`config.mk`:
```
export PLATFORM = sky130hd
export DESIGN_NAME = rol_match
export DESIGN_NICKNAME = d
export VERILOG_FILES = /design/src/rol_pkg.sv /design/src/rol_match.sv
export SDC_FILE = /design/constraint.sdc
export NUM_CORES = 1
export LEC_CHECK = 0
export BUFFER_PORTS_ARGS = -buffer_cell sky130_fd_sc_hd__buf_4
export CAP_MARGIN = 20
export CELL_PAD_IN_SITES_DETAIL_PLACEMENT = 1
export CELL_PAD_IN_SITES_GLOBAL_PLACEMENT = 1
export CORE_MARGIN = 2
export CORE_UTILIZATION = 24
export DETAILED_ROUTE_END_ITERATION = 10
export GPL_TIMING_DRIVEN = 1
export PLACE_DENSITY = 0.82
export SYNTH_ARGS = -nofsm -noshare
export SYNTH_HDL_FRONTEND = slang
export SYNTH_SLANG_ARGS = --single-unit
```
`constraint.sdc`:
```
create_clock -name vclk -period 1.8
set_clock_uncertainty 0.1 [all_clocks]
set_input_delay 0 -clock vclk [all_inputs]
set_output_delay 0 -clock vclk [all_outputs]
set_load 0.01 [all_outputs]
```
`src/rol_pkg.sv`:
```
`timescale 1ns / 1ps
// ----------------------------------------------------------------------------
// rol_pkg
// shared types and constants of the request outcome ledger
// ----------------------------------------------------------------------------
package rol_pkg;

	localparam int DEF_ENTRIES = 64;
	localparam int ID_W        = 64;
	localparam int PIECE_W     = 32;
	localparam int OUTC_W      = 3;
	localparam int KIND_W      = 3;
	localparam int COUNT_W     = 32;
	localparam int IN_DATA_W   = 136;
	localparam int OUT_DATA_W  = 40;

	typedef enum logic [KIND_W-1:0] {
		KIND_BEGIN      = 3'd0,
		KIND_FINISH     = 3'd1,
		KIND_REPLACE    = 3'd2,
		KIND_INVALIDATE = 3'd3,
		KIND_QUERY      = 3'd4
	} kind_t;

	localparam logic [OUTC_W-1:0] OUTC_ACTIVE   = 3'd0;
	localparam logic [OUTC_W-1:0] OUTC_REPLACED = 3'd4;
	localparam logic [OUTC_W-1:0] OUTC_CORRUPT  = 3'd5;
	localparam logic [OUTC_W-1:0] OUTC_LAST     = 3'd5;

	typedef enum logic [1:0] {
		ST_IDLE,
		ST_SCAN,
		ST_FINAL
	} state_t;

	typedef struct packed {
		logic [ID_W-1:0]    id;
		logic [PIECE_W-1:0] piece;
		logic [OUTC_W-1:0]  outcome;
	} entry_t;

	typedef struct packed {
		kind_t              kind;
		logic [ID_W-1:0]    id;
		logic [PIECE_W-1:0] piece;
		logic [PIECE_W-1:0] piece_end;
		logic [OUTC_W-1:0]  new_outcome;
	} op_t;

	typedef struct packed {
		logic              id_hit;
		logic              upd;
		logic              inc;
		logic [OUTC_W-1:0] outcome;
	} match_t;

	typedef struct packed {
		logic [COUNT_W-1:0] count;
		logic               terminal_count;
		logic [OUTC_W-1:0]  stored_outcome;
		logic               found;
		logic               ok;
	} result_t;

endpackage

```
`src/rol_match.sv`:
```
`timescale 1ns / 1ps
// ----------------------------------------------------------------------------
// rol_match
// shared compare unit: checks one table entry against the current operation
// ----------------------------------------------------------------------------
module rol_match (
	input  rol_pkg::entry_t ent,
	input  rol_pkg::op_t    op,
	output rol_pkg::match_t res
);

	logic active;
	logic id_eq;
	logic in_range;
	logic newo_ok;

	assign active   = (ent.outcome == rol_pkg::OUTC_ACTIVE);
	assign id_eq    = (ent.id == op.id);
	assign in_range = (ent.piece >= op.piece) && (ent.piece < op.piece_end);
	assign newo_ok  = (op.new_outcome != rol_pkg::OUTC_ACTIVE) &&
	                  (op.new_outcome <= rol_pkg::OUTC_LAST);

	always_comb begin
		res         = '0;
		res.id_hit  = id_eq;
		res.outcome = ent.outcome;
		unique case (op.kind)
			rol_pkg::KIND_FINISH: begin
				res.upd     = id_eq && active && newo_ok;
				res.outcome = op.new_outcome;
			end
			rol_pkg::KIND_REPLACE: begin
				res.upd     = (ent.piece == op.piece) && active;
				res.inc     = res.upd;
				res.outcome = rol_pkg::OUTC_REPLACED;
			end
			rol_pkg::KIND_INVALIDATE: begin
				res.upd     = in_range && active;
				res.outcome = rol_pkg::OUTC_CORRUPT;
			end
			default: begin
				res.upd = 1'b0;
			end
		endcase
	end

endmodule

```
# Word-level counts from Yosys, hierarchy flattened
# Cells that the tools add are included.
# W data, S select, Z words.
# classes
reduce_logical	8
eq_ne	5
n_mux	3
n_lt_le_gt_ge	3
# op_table
operator	n
$eq A64 B64 Y1	1
$eq A32 B32 Y1	1
$ge A32 B32 Y1	1
$lt A32 B32 Y1	1
$pmux W3 S3	1
$eq A3 B2 Y1 const B	2
$logic_and A1 B1 Y1	6
$eq A3 B1 Y1 const B	1
$le A3 B3 Y1 const B	1
$logic_not A3 Y1	1
$pmux W1 S3	1
$reduce_bool A3 Y1	1
$mux W1	1
# word_totals
output_inout_bits	6
register_bits	0

# Longest topological paths before layout
# depth
depth_word	4
ltp_mapped	8

# Least setup slack after synthesis
# No wires, ideal clock.
# synth_path
kind	input to output
startpoint	input op[33] (netlist bit)
endpoint	output res[4] (netlist bit)
path_buffers	0
path_stages	7
arrival_ns	1.425
setup_slack_ns	0.275
t_required_ns	1.700
path_cell_list	inv_1 -> ha_1 -> nand4_1 -> or4_1 -> or2_0 -> o22ai_1 -> o21ai_0
# synth_rtl
element	line	text
start: declaration	rol_match.sv:8	input rol_pkg::op_t op,
end: declaration	rol_match.sv:9	output rol_pkg::match_t res

==> results.md <==
* Share of the synthesized area in the top cell type at 33.2%
* Grt total ovfl at 0
* Ant. Diodes at 0
* Placed cell area at 0.00441 mm^2
* Peak Freq at 0.553 GHz
* Final period utilization at 100%
* Final instance area at about 0.0045 mm^2
* Initial antenna violation count at 0
* Hold Crit Start: ent[1]
* Overall Global Routing Usage at 19.7%
* First-pass GRT wire length at between 15 and 20 mm
* WL met1 at 3.68 mm
* Required @ worst endpoint at 1.70 ns
* DRC violation count after routing at 0
* Sequential-to-total area share from yosys stat at 0%
* Violated checks: negative setup slack
* Placeable Area at 0.00968 mm^2
* Rows at 36
* Worst Max-Slew Pin Slew at 0.378 ns
* Post-Route Setup TNS at -0.00893 ns
* Min cycle time layout at approximately 1.8 ns
* Top routing layer in use: met4
* Final Max Slew Viols at 0
* Fin nets at 878
* WHS Path Cells at 3
* Setup WS post-layout at -0.00893 ns
* Sequential cells at 0
* Hold Path Sink: res[1]
* Pleak at 2.54 nW
* Worst Setup End Kind: output pin
* Syn nets at approximately 630
* Die height at around 100 um
* Pre-antenna DRT Iters at 4
* Share of cells above drive strength 1 at 46.0%
* CP max FO at 2
* Synthesis-to-layout area growth at 91.2%
* Power per cell area at approximately 210 mW/mm^2
* Initial Utilization at between 20% and 30%
* Register area at 0 um^2
* Starting DRT DRC Count at 20
* Post-synthesis cell area at 0.00237 mm^2
* Vias in the first global route at 3783
* RSZ-0062 raised after global routing: true
* Routed WL at 11.3 mm
* WL/cell at 15.9 um
* CLK BUF at 0
* Post-CTS Hold Fix Bufs at 0
* Hold WC Path Type: in -> out
* Die Wd at 103 um
* Metal3 WL at ~690 um
* Final Wtd Congestion at 0.837
* Final Hold Viols at 0
* Met2 Wirelength at approximately 6.5 mm
* Ys Warns at 0
* # Max-Cap Violations at 0
* Relative slew margins at 74.7%
* Status: finished, violations left
* Largest net degree at the start of global routing at 6
* Post-DRT Antenna Nets at 0
* Die ar. at ~0.011 mm^2
* Final setup fails at 1
* WS Path Type: in -> out
* Via count at 3327
* Synth Instances at 329
* Post-synth cell types at 31
* Vias per Instance at 4.67
* Area leader, netlist: ha_1
* Area contributors post-synth: ha_1, xor2_1, inv_1, a21oi_1, nor4_1
* CP Data Arrival Time at 1.71 ns
* Peak VDD IR at 0.0878 mV
* Avg Cell Area, Syn at between 7 and 8 um^2
* Post-DP HPWL at 10.6 mm
* Setup crit start kind: input pin
* Boundary Pins at between 200 and 250
* Port Buffers at between 200 and 250
[critical path, cell delays in order]
cell and delay, ns:
buf_4 0.13, ha_1 0.32, nand4_1 0.13, buf_4 0.14
nor2_1 0.04, a2111oi_1 0.42, buf_4 0.18, o21ai_0 0.07
o21ai_1 0.13, buf_4 0.14
[per-layer routing]
metal  vias to the layer above  global-route usage, %
li1                       1647                      -
met4                         0                   4.45
met2                       135                   42.2
met5                         -                      0
met3                        24                   3.09
met1                      1521                   19.0
[synthesized netlist by cell type (5+ instances only)]
cell type,n
nand2_1,14
nand4_1,14
o21ai_0,13
nor4_1,18
nand3_1,7
a21o_1,5
nor2_1,12
xor2_1,64
nand2b_1,5
a21oi_1,23
ha_1,63
inv_1,64
[stage by stage]
step | util, % | instances | setup WS [ns] | hold WS, ns | total power, W
3_5_place_dp | 45.6 | 712 | -0.111 | 0.230 | 0.000923
5_1_grt | 46.8 | 713 | -0.0755 | 0.251 | 0.00107
6_report | 46.8 | 713 | -0.00893 | 0.225 | 0.000954
2_1_floorplan | - | 329 | 0.275 | 0.0152 | 0.000346
4_1_cts | 46.0 | 713 | 0.00713 | 0.230 | 0.000938
3_3_place_gp | 45.6 | 712 | -0.0520 | 0.219 | 0.000879
[power breakdown]
part	total [W]	switching, W	internal, W
Combinational	0.000954	0.000388	0.000566
Sequential	0	0	0
Clock	0	0	0
[cells by family (layout without fill, tap and decap cells)]
group / count (synthesis) / count (layout) / share of synthesized area (%)
and+or+nand+nor: 79 / 79 / 18.0
xor gates and xnor gates: 64 / 64 / 23.6
adders and majority gates: 63 / 63 / 33.2
AOI/OAI and AO/OA: 58 / 58 / 14.7
buffers and inverters: 65 / 316 / 10.4
[cells in the final DEF (no fill, tap or decap), types with 2 or more instances in the layout]
master / count
nand2_1: 14
nand2b_1: 5
a211o_1: 2
nor4_2: 5
buf_4: 246
buf_6: 6
nor4_1: 14
inv_2: 2
inv_1: 60
nor2_1: 12
nand3_1: 7
nand4_1: 14
ha_4: 4
nor3_1: 4
a211oi_1: 2
a21o_1: 5
a21oi_1: 23
xor2_1: 64
inv_4: 2
a31oi_1: 3
ha_1: 59
o21ai_0: 12
[cell type report]
class              instances  area (um^2)
fillers                 1240         5150
multi-input cells        264         2210
repair buffers           252         1910
inverters                 64          245
well taps                133          166
[worst max-delay path by stage]
stage | from | end | slack (ns) | depth (start not counted)
after floorplan | op[33] | res[4] | 0.27 | 7
after global placement | ent[33] | res[4] | -0.05 | 8
after detailed placement | ent[33] | res[4] | -0.11 | 8
after CTS | ent[29] | res[4] | 0.007 | 8
after global routing | ent[32] | res[4] | -0.08 | 10
final | ent[32] | res[4] | -0.009 | 10
[timing repair]
item                                    4_1_cts  5_1_grt
setup buffers                                 1        0
endpoints found under the setup margin        1        1
hold endpoints to repair                      0        0
pin swaps                                     3       12
resized for setup                             7       17
No activity file was read; power rests on OpenSTA's default activity.
