## src/rol_ram.sv

```systemverilog
`timescale 1ns / 1ps
// ----------------------------------------------------------------------------
// rol_ram
// generic single write, single read ram with registered read data
// ----------------------------------------------------------------------------
module rol_ram #(
	parameter int WIDTH = 8,
	parameter int DEPTH = 64
) (
	input  logic                                       clk,
	input  logic                                       we,
	input  logic [(DEPTH > 1 ? $clog2(DEPTH) : 1)-1:0] waddr,
	input  logic [WIDTH-1:0]                           wdata,
	input  logic                                       re,
	input  logic [(DEPTH > 1 ? $clog2(DEPTH) : 1)-1:0] raddr,
	output logic [WIDTH-1:0]                           rdata
);

	logic [WIDTH-1:0] mem_q [DEPTH];

	always_ff @(posedge clk) begin
		if (we) begin
			mem_q[waddr] <= wdata;
		end
		if (re) begin
			rdata <= mem_q[raddr];
		end
	end

endmodule

```

## config.mk

```make
export PLATFORM = sky130hd
export DESIGN_NAME = rol_ram
export DESIGN_NICKNAME = d
export VERILOG_FILES = /design/src/rol_ram.sv
export SDC_FILE = /design/constraint.sdc
export NUM_CORES = 1
export LEC_CHECK = 0
export BUFFER_PORTS_ARGS = -buffer_cell sky130_fd_sc_hd__buf_2
export CELL_PAD_IN_SITES_DETAIL_PLACEMENT = 0
export CELL_PAD_IN_SITES_GLOBAL_PLACEMENT = 2
export CORE_MARGIN = 4
export CORE_UTILIZATION = 54
export CTS_CLUSTER_SIZE = 28
export DETAILED_ROUTE_END_ITERATION = 16
export PLACE_DENSITY = 0.87
export SLEW_MARGIN = 20
export SYNTH_ARGS = -nofsm -noshare
export SYNTH_HDL_FRONTEND = slang
export SYNTH_SLANG_ARGS = --single-unit
```

## constraint.sdc

```tcl
create_clock -name clk -period 4.8 [get_ports clk]
set_clock_uncertainty 0.05 [all_clocks]
set_input_delay 0.96 -clock clk [delete_from_list [all_inputs] [get_ports clk]]
set_output_delay 0.96 -clock clk [all_outputs]
set_load 0.1 [all_outputs]
```

== Word-level counts from Yosys, hierarchy flattened ==
Memories as Yosys holds them, arrays and structs flattened. A register that Yosys moved wholly into a read port is not among the register bits.
Cells that the tools add are included.

* Add/sub/neg operators: 0
* Magnitude comparators: 0
* Shift operators: 0
* Multipliers: 0
* Reduce and logical (&&, ||, !) cells: 0
* Mux-type cells: 2
* Div/mod/pow operators: 0
* Equal/unequal tests: 0
* Bitwise gates (word level): 0

{| class="wikitable"
|+ Operators by type and width
! cell !! count
|-
| 2-to-1 mux 1 bit || 2
|}

* Memory bits (read-only): 0
* Output and inout port bits: 8
* Memories: 1
* Bits in latches: 0
* RAM bits: 512
* Register bits: 0

{| class="wikitable"
|+ Memory list
! name !! depth !! width !! rd ports !! clocked after memory_dff !! write ports !! line !! text
|-
| mem_q || 64 || 8 || 1 || 1 || 1 || 19 || <nowiki>logic [WIDTH-1:0] mem_q [DEPTH];</nowiki>
|}

== Logic depth before layout (Yosys ltp) ==
Gate-level depths: netlist of run 1.

* Word-level depth: 2
* Mapped depth: 9
* Mapped depth without buffers: 5

== Worst setup path after synthesis of run 1 ==
Ideal clock, no wire load.

* Kind: in2reg
* Start: in raddr[1] (netlist name)
* End: reg rdata[3], read port of mem_q (data pin)
* Cell stages on the path: 7
* Arrival: 2500 ps
* Data required time: 4484 ps
* Setup time: 266 ps
* Slack: 1984 ps
* Path through: buf_4 buf_2 buf_2 mux4_2 mux4_2 o21ai_1 o41ai_1

{| class="wikitable"
|+ RTL lines
! what !! line !! text
|-
| start: declaration || 15 || <nowiki>input logic [(DEPTH > 1 ? $clog2(DEPTH) : 1)-1:0] raddr,</nowiki>
|-
| end: declaration || 16 || <nowiki>output logic [WIDTH-1:0] rdata</nowiki>
|}

==> results of run 1 <==
## synthesized netlist by cell type (3+ instances only)
cell / instances
edfxtp_1: 520
mux4_2: 126
nor2_1: 83
mux2i_1: 23
nand2_1: 19
clkbuf_1: 17
nor2b_1: 14
buf_4: 13
mux2_2: 13
nand3_1: 13
buf_2: 11
o221ai_1: 8
o22ai_1: 8
nand2b_1: 7
nor3_1: 7
a221oi_1: 6
a211oi_1: 4
buf_1: 4
buf_6: 4
a21oi_1: 3
a22oi_1: 3
nand3b_1: 3
o2111ai_1: 3
o2bb2ai_1: 3
## stage by stage
step                      hold WS (ns)  utilization, %  total power [uW]  std cells  cell area, um^2
final                           0.7579           60.83              9226       1494            22380
after global routing            0.7384           60.83              9539       1494            22380
after CTS                       0.7389           60.80              9284       1494            22360
after detailed placement        0.8268           56.62              5640       1403            20830
after global placement          0.8150           56.61              5632       1403            20830
after floorplan                 0.7471               -              5453        940            20250
## critical path, delay by kind of cell
family | cells | cell delay, ns
buffers and inverters | 2 | 1.00
muxes | 1 | 0.55
AOI/OAI and AO/OA | 2 | 0.45
and+or+nand+nor | 1 | 0.38
## per-layer routing
metal  wire length [um]  share of wire [%]
met5                  0                  0
met4               1020                2.4
met3               3256                7.6
met2              20760                 49
met1              17540                 41
## flip-flops by register name, summed over array words and instances (netlist names)
name   count
mem_q    512
rdata      8
## cells by family (layout without fill, tap and decap cells)
family,after synthesis,after routing,synth area share [%]
buffers and inverters,51,137,1.563
flip-flops,520,520,77.12
AND/OR/NAND/NOR,153,153,3.374
multiplexers,162,162,15.88
AO/OA/AOI/OAI,54,54,2.064
## power groups by stage
stage	logic, uW	clock network (uW)	registers [uW]
2_1_floorplan	268	0	5180
3_3_place_gp	486	0	5150
3_5_place_dp	494	0	5150
4_1_cts	496	3740	5050
5_1_grt	524	3970	5050
6_report	491	3690	5050
## layout make-up
type	instances	area share, %
repair buffers	46	1.448
clock inverters	23	0.6878
clock buffers	68	6.179
well taps	468	2.617
multi-input cells	369	19.29
flip-flops and latches	520	69.78
## worst min-delay path by stage
stage / end / slack [ns]
4_1_cts: rdata[3] / 0.74
2_1_floorplan: rdata[0] / 0.75
5_1_grt: rdata[3] / 0.74
3_3_place_gp: rdata[0] / 0.82
6_report: rdata[3] / 0.76
3_5_place_dp: rdata[0] / 0.83
==> impl_metrics.tcl, run 1 <==
set metrics [dict create \
    required_ns 5.04 \
    gp_congestion 0.8105 \
    swShare_pct 20.64 \
    vdd_drop_max_uv 317.8 \
    synth_area_um2 20250 \
    clkTransAtPathRegs_ns 0.06 \
    worstPathArrival_ns 3.40 \
    dr.pass1.iters 5 \
    synth_cell_type_count 39 \
    hold_buffers 0 \
    final-setup-viol-count 0 \
    cts_tree "done" \
    layout_commonest_cell "edfxtp_1" \
    slew_viol_final 0 \
    grt_usage_pct 21.28 \
    final.min_clock_period_ns 3.153 \
    clock_power_share_pct 40.0 \
    viasPerCell 6.364 \
    vias 9508 \
    fmax_mhz 317.1 \
    combPwrFrac_pct 5.3 \
    multi_input_area_um2 4315 \
    buffer_ports.inserted 30 \
    post_cts_resized 0 \
    drc 0 \
    synth-seq-cells 520 \
    max-slew-margin-rel_pct 31.61 \
    die_x_um 201.6 \
    area_delta_synth_final_pct 10.52 \
    post-route-period-util_pct 65.69 \
    power.density_nw_per_um2 412.3 \
    cts_root_buf "clkbuf_16" \
    io_pins 31 \
    ys.flop_type "edfxtp_1" \
    fillCellCount 2554 \
    grt_max_degree 66 \
    synthTopCellsByArea "edfxtp_1 77%, mux4_2 14%, nor2_1 1.5%" \
    wire_per_inst_um 28.50 \
    drt-total-wl_um 42580 \
    worstReg2RegStart "mem_q[25][4]" \
    dieHeight_um 201.6 \
    worstHoldStart "re" \
    yosysTopAreaCell "edfxtp_1" \
    drv_cap 0 \
    switchingPower_uw 1905 \
    numClockSinks 520 \
    cts_buffer_depth 3 \
    cp_slowest_cell "clkbuf_8" \
    grt_first_pass_wirelength_um 64200 \
    synthCells 940 \
    diodes 0 \
    met2_usage_pct 33.75 \
    grt-ovfl-total 0 \
    r2r-end "rdata[4]" \
    cp-start-kind "input port" \
    endpoint "rdata[4]" \
    core-area_um2 36790 \
    post_cts_buffers 0 \
    htree_num_levels 2 \
    nNetsFinal 1010 \
    drive_gt1_share_pct 24.46 \
    hpwlAfterDp_um 25420 \
    crit_type "input port to register" \
    p_int_uw 7322 \
    fin_ws_ns 1.647 \
    synth_edf_count 520 \
    final-hold-violation-count 0 \
    endpoint_kind "register" \
    seqPwrFrac_pct 54.7 \
    grt_pass1_vias 9769 \
    outcome "finished clean" \
    finalSetupTns_ns 0 \
    slowest_delay_ns 0.61 \
    synth_seq_area_share_pct 77.12 \
    register_area_um2 15620 \
    clk_latency_ns 0.57 \
    min_path_type "input port to register" \
    synthArstFlopShare_pct 0 \
    rows 70 \
    syn-num-nets 963 \
    r2r_slack_ns 2.53 \
    grtUsageMet3_pct 3.610 \
    met1_usage_pct 31.45 \
    place_ws_ns 1.053 \
    setup.worst_path.start "raddr[0]" \
    cts_buffers 50 \
    netlist.area_leader.share_pct 77.12 \
    ant_nets 0 \
    whs_path_depth 1 \
    yosys_warnings 0 \
    ff2ff_path_depth 5 \
    crit_chain "clkbuf_8 -> buf_12 -> mux4_2 -> o221a_2 -> nor3_1 -> o32ai_1" \
    antenna_found_initial 0 \
    grt.busiest_layer "met2" \
    initial_core_util_pct 55.04 \
    drt_iter0_drc 1018 \
    avgSynthCellArea_um2 21.54 \
    leakagePower_uw 0.006932 \
    rsz0062_at_grt "no" \
    die_area_um2 40660 \
    final_cell_mix "520 x edfxtp_1, 126 x mux4_2, 83 x nor2_1" \
    critPathMaxFanout 65 \
    tightest_slew_ns 1.022 \
]
(Power assumes the default switching activity.)
==> inputs of run 2 (changes only) <==
--- a/config.mk
+++ b/config.mk
@@ -9,10 +9,10 @@
 export CELL_PAD_IN_SITES_DETAIL_PLACEMENT = 0
 export CELL_PAD_IN_SITES_GLOBAL_PLACEMENT = 2
 export CORE_MARGIN = 4
-export CORE_UTILIZATION = 54
+export CORE_UTILIZATION = 50
 export CTS_CLUSTER_SIZE = 28
 export DETAILED_ROUTE_END_ITERATION = 16
-export PLACE_DENSITY = 0.87
+export PLACE_DENSITY = 0.82
 export SLEW_MARGIN = 20
 export SYNTH_ARGS = -nofsm -noshare
 export SYNTH_HDL_FRONTEND = slang
==> constraint.sdc (replaced) <==
create_clock -name clk -period 3.15 [get_ports clk]
set_clock_uncertainty 0.05 [all_clocks]
set_input_delay 0.63 -clock clk [delete_from_list [all_inputs] [get_ports clk]]
set_output_delay 0.63 -clock clk [all_outputs]
set_load 0.1 [all_outputs]
==> run 2 against run 1 <==
  * Clock power is 70% higher
  * Combinational power grew 63%
  * Routed wire length increased by 3.8%
  * Non-clock buffer count up 94
  * Register-to-register slack worse by 1.6 ns
  * Highest routed layer is now met5
==> impl_metrics.tcl, run 2 (same netlist as run 1, synthesis figures left out) <==
set metrics [dict create \
    cts_root_buf "clkbuf_16" \
    layout_commonest_cell "edfxtp_1" \
    endpoint_kind "register" \
    swShare_pct 20.45 \
    die_x_um 209.2 \
    cts_tree "done" \
    final_cells 1650 \
    largest_register_ffs 512 \
    io_pins 31 \
    rsz0062_at_grt "no" \
    vdd_drop_max_uv 414.1 \
    final-setup-viol-count 0 \
    grt_usage_pct 20.52 \
    final_cell_mix "520 x edfxtp_1, 126 x mux4_2, 105 x buf_4" \
    wire_per_inst_um 26.78 \
    drive_gt1_share_pct 31.64 \
    required_ns 3.41 \
    cts_buffers 52 \
    gp_congestion 0.8127 \
    viasPerCell 5.992 \
    vias 9886 \
    crit_type "input port to register" \
    fmax_mhz 422.1 \
    power.density_nw_per_um2 630.3 \
    min_path_type "input port to register" \
    hold_ws_ns 0.3817 \
    met2_length_um 21370 \
    crit_chain "buf_4 -> mux4_2 -> mux2_2 -> a221oi_1 -> o2bb2ai_1" \
    hpwlAfterDp_um 28940 \
    outcome "finished clean" \
    dr.pass1.iters 5 \
    cts_buffer_depth 3 \
    grt-ovfl-total 0 \
    initial_core_util_pct 50.73 \
    leakagePower_uw 0.007545 \
    hold_buffers 0 \
    drt-total-wl_um 44190 \
    fillCellCount 2814 \
    r2r_slack_ns 0.89 \
    wl_met3_um 3177 \
    cp-start-kind "input port" \
    fin_util_pct 58.72 \
    routed.top_layer "met5" \
    nNetsFinal 1106 \
    worstPathArrival_ns 2.63 \
    ant_nets 0 \
    drv_cap 0 \
    fin_ws_ns 0.7809 \
    clk_latency_ns 0.59 \
    clkTransAtPathRegs_ns 0.06 \
    final-hold-violation-count 0 \
    die_area_um2 43780 \
    place_ws_ns 0.1228 \
    htree_num_levels 2 \
    combPwrFrac_pct 5.4 \
    area_delta_synth_final_pct 15.76 \
    numClockSinks 520 \
    antenna_found_initial 2 \
    post_cts_resized 0 \
    drc 0 \
    grt_first_pass_wirelength_um 66560 \
    post_cts_buffers 0 \
    slowest_delay_ns 0.59 \
    switchingPower_uw 3022 \
    p_int_uw 11750 \
    final.min_clock_period_ns 2.369 \
    wl_met1_um 18910 \
    rows 73 \
    cp_slowest_cell "mux4_2" \
    clock_power_share_pct 42.5 \
    post-route-period-util_pct 75.21 \
    reg.largest.list "mem_q (512), rdata (8)" \
    slew_viol_final 0 \
    buffer_ports.inserted 30 \
    regMostFlops "mem_q" \
    drt_iter0_drc 917 \
    finalSetupTns_ns 0 \
    grt_max_degree 65 \
    seqPwrFrac_pct 52.1 \
    grt_pass1_vias 10090 \
    tightest_slew_ns 0.8275 \
    critPathMaxFanout 38 \
    diodes 0 \
    placed_cells 1554 \
    core-area_um2 39910 \
    max-slew-margin-rel_pct 44.63 \
    dieHeight_um 209.2 \
]
## run 2: changes by cell type in the layout (fill, tap and decap cells not counted), sizes merged
| cell | change |
|---|---|
| buf | +94 |
| bufinv | +6 |
| clkbuf | -5 |
| clkinv | +1 |
| clkinvlp | +2 |
| inv | +1 |
## run 2: metrics by stage
stage          power (uW)  cell area [um^2]
6_report            14770             23440
5_1_grt             15240             23440
4_1_cts             14890             23440
3_5_place_dp         8647             21680
3_3_place_gp         8631             21680
2_1_floorplan        8309             20250
## run 2: final cells by class
type                    instances  area, um^2  share of cell area (%)
well taps                     525       656.9                   2.803
flip-flops and latches        520       15620                   66.62
multi-input cells             369        4315                   18.41
clock buffers                  63        1385                   5.909
clock inverters                33       374.1                   1.596
repair buffers                140        1092                   4.660
## run 2: final timing paths
check	startpoint	to	depth (start not counted)
worst min register to register	mem_q[0][7]	rdata[7]	4
worst min-delay path	re	rdata[6]	1
worst max-delay path	raddr[1]	rdata[2]	5
worst max register to register	mem_q[20][6]	rdata[6]	5
## run 2: routing by layer
| metal | vias to the layer above | GRT usage (%) |
|---|---|---|
| met1 | 5186 | 30.89 |
| met3 | 58 | 3.318 |
| met4 | 4 | 5.018 |
| met2 | 407 | 32.15 |
| met5 | - | 0 |
| li1 | 4231 | - |
## run 2: power by group through the flow
stage / combinational, uW / clock (uW) / sequential, uW
finish: 799 / 6280 / 7690
global route: 854 / 6700 / 7690
CTS: 809 / 6380 / 7690
detailed placement: 806 / 0 / 7840
global placement: 794 / 0 / 7840
floorplan: 408 / 0 / 7900
## run 2: critical path, delay by kind of cell
| family | cells | cell delay [ns] |
|---|---|---|
| AO/OA/AOI/OAI | 2 | 0.61 |
| buffers and inverters | 1 | 0.51 |
| multiplexers | 2 | 0.87 |
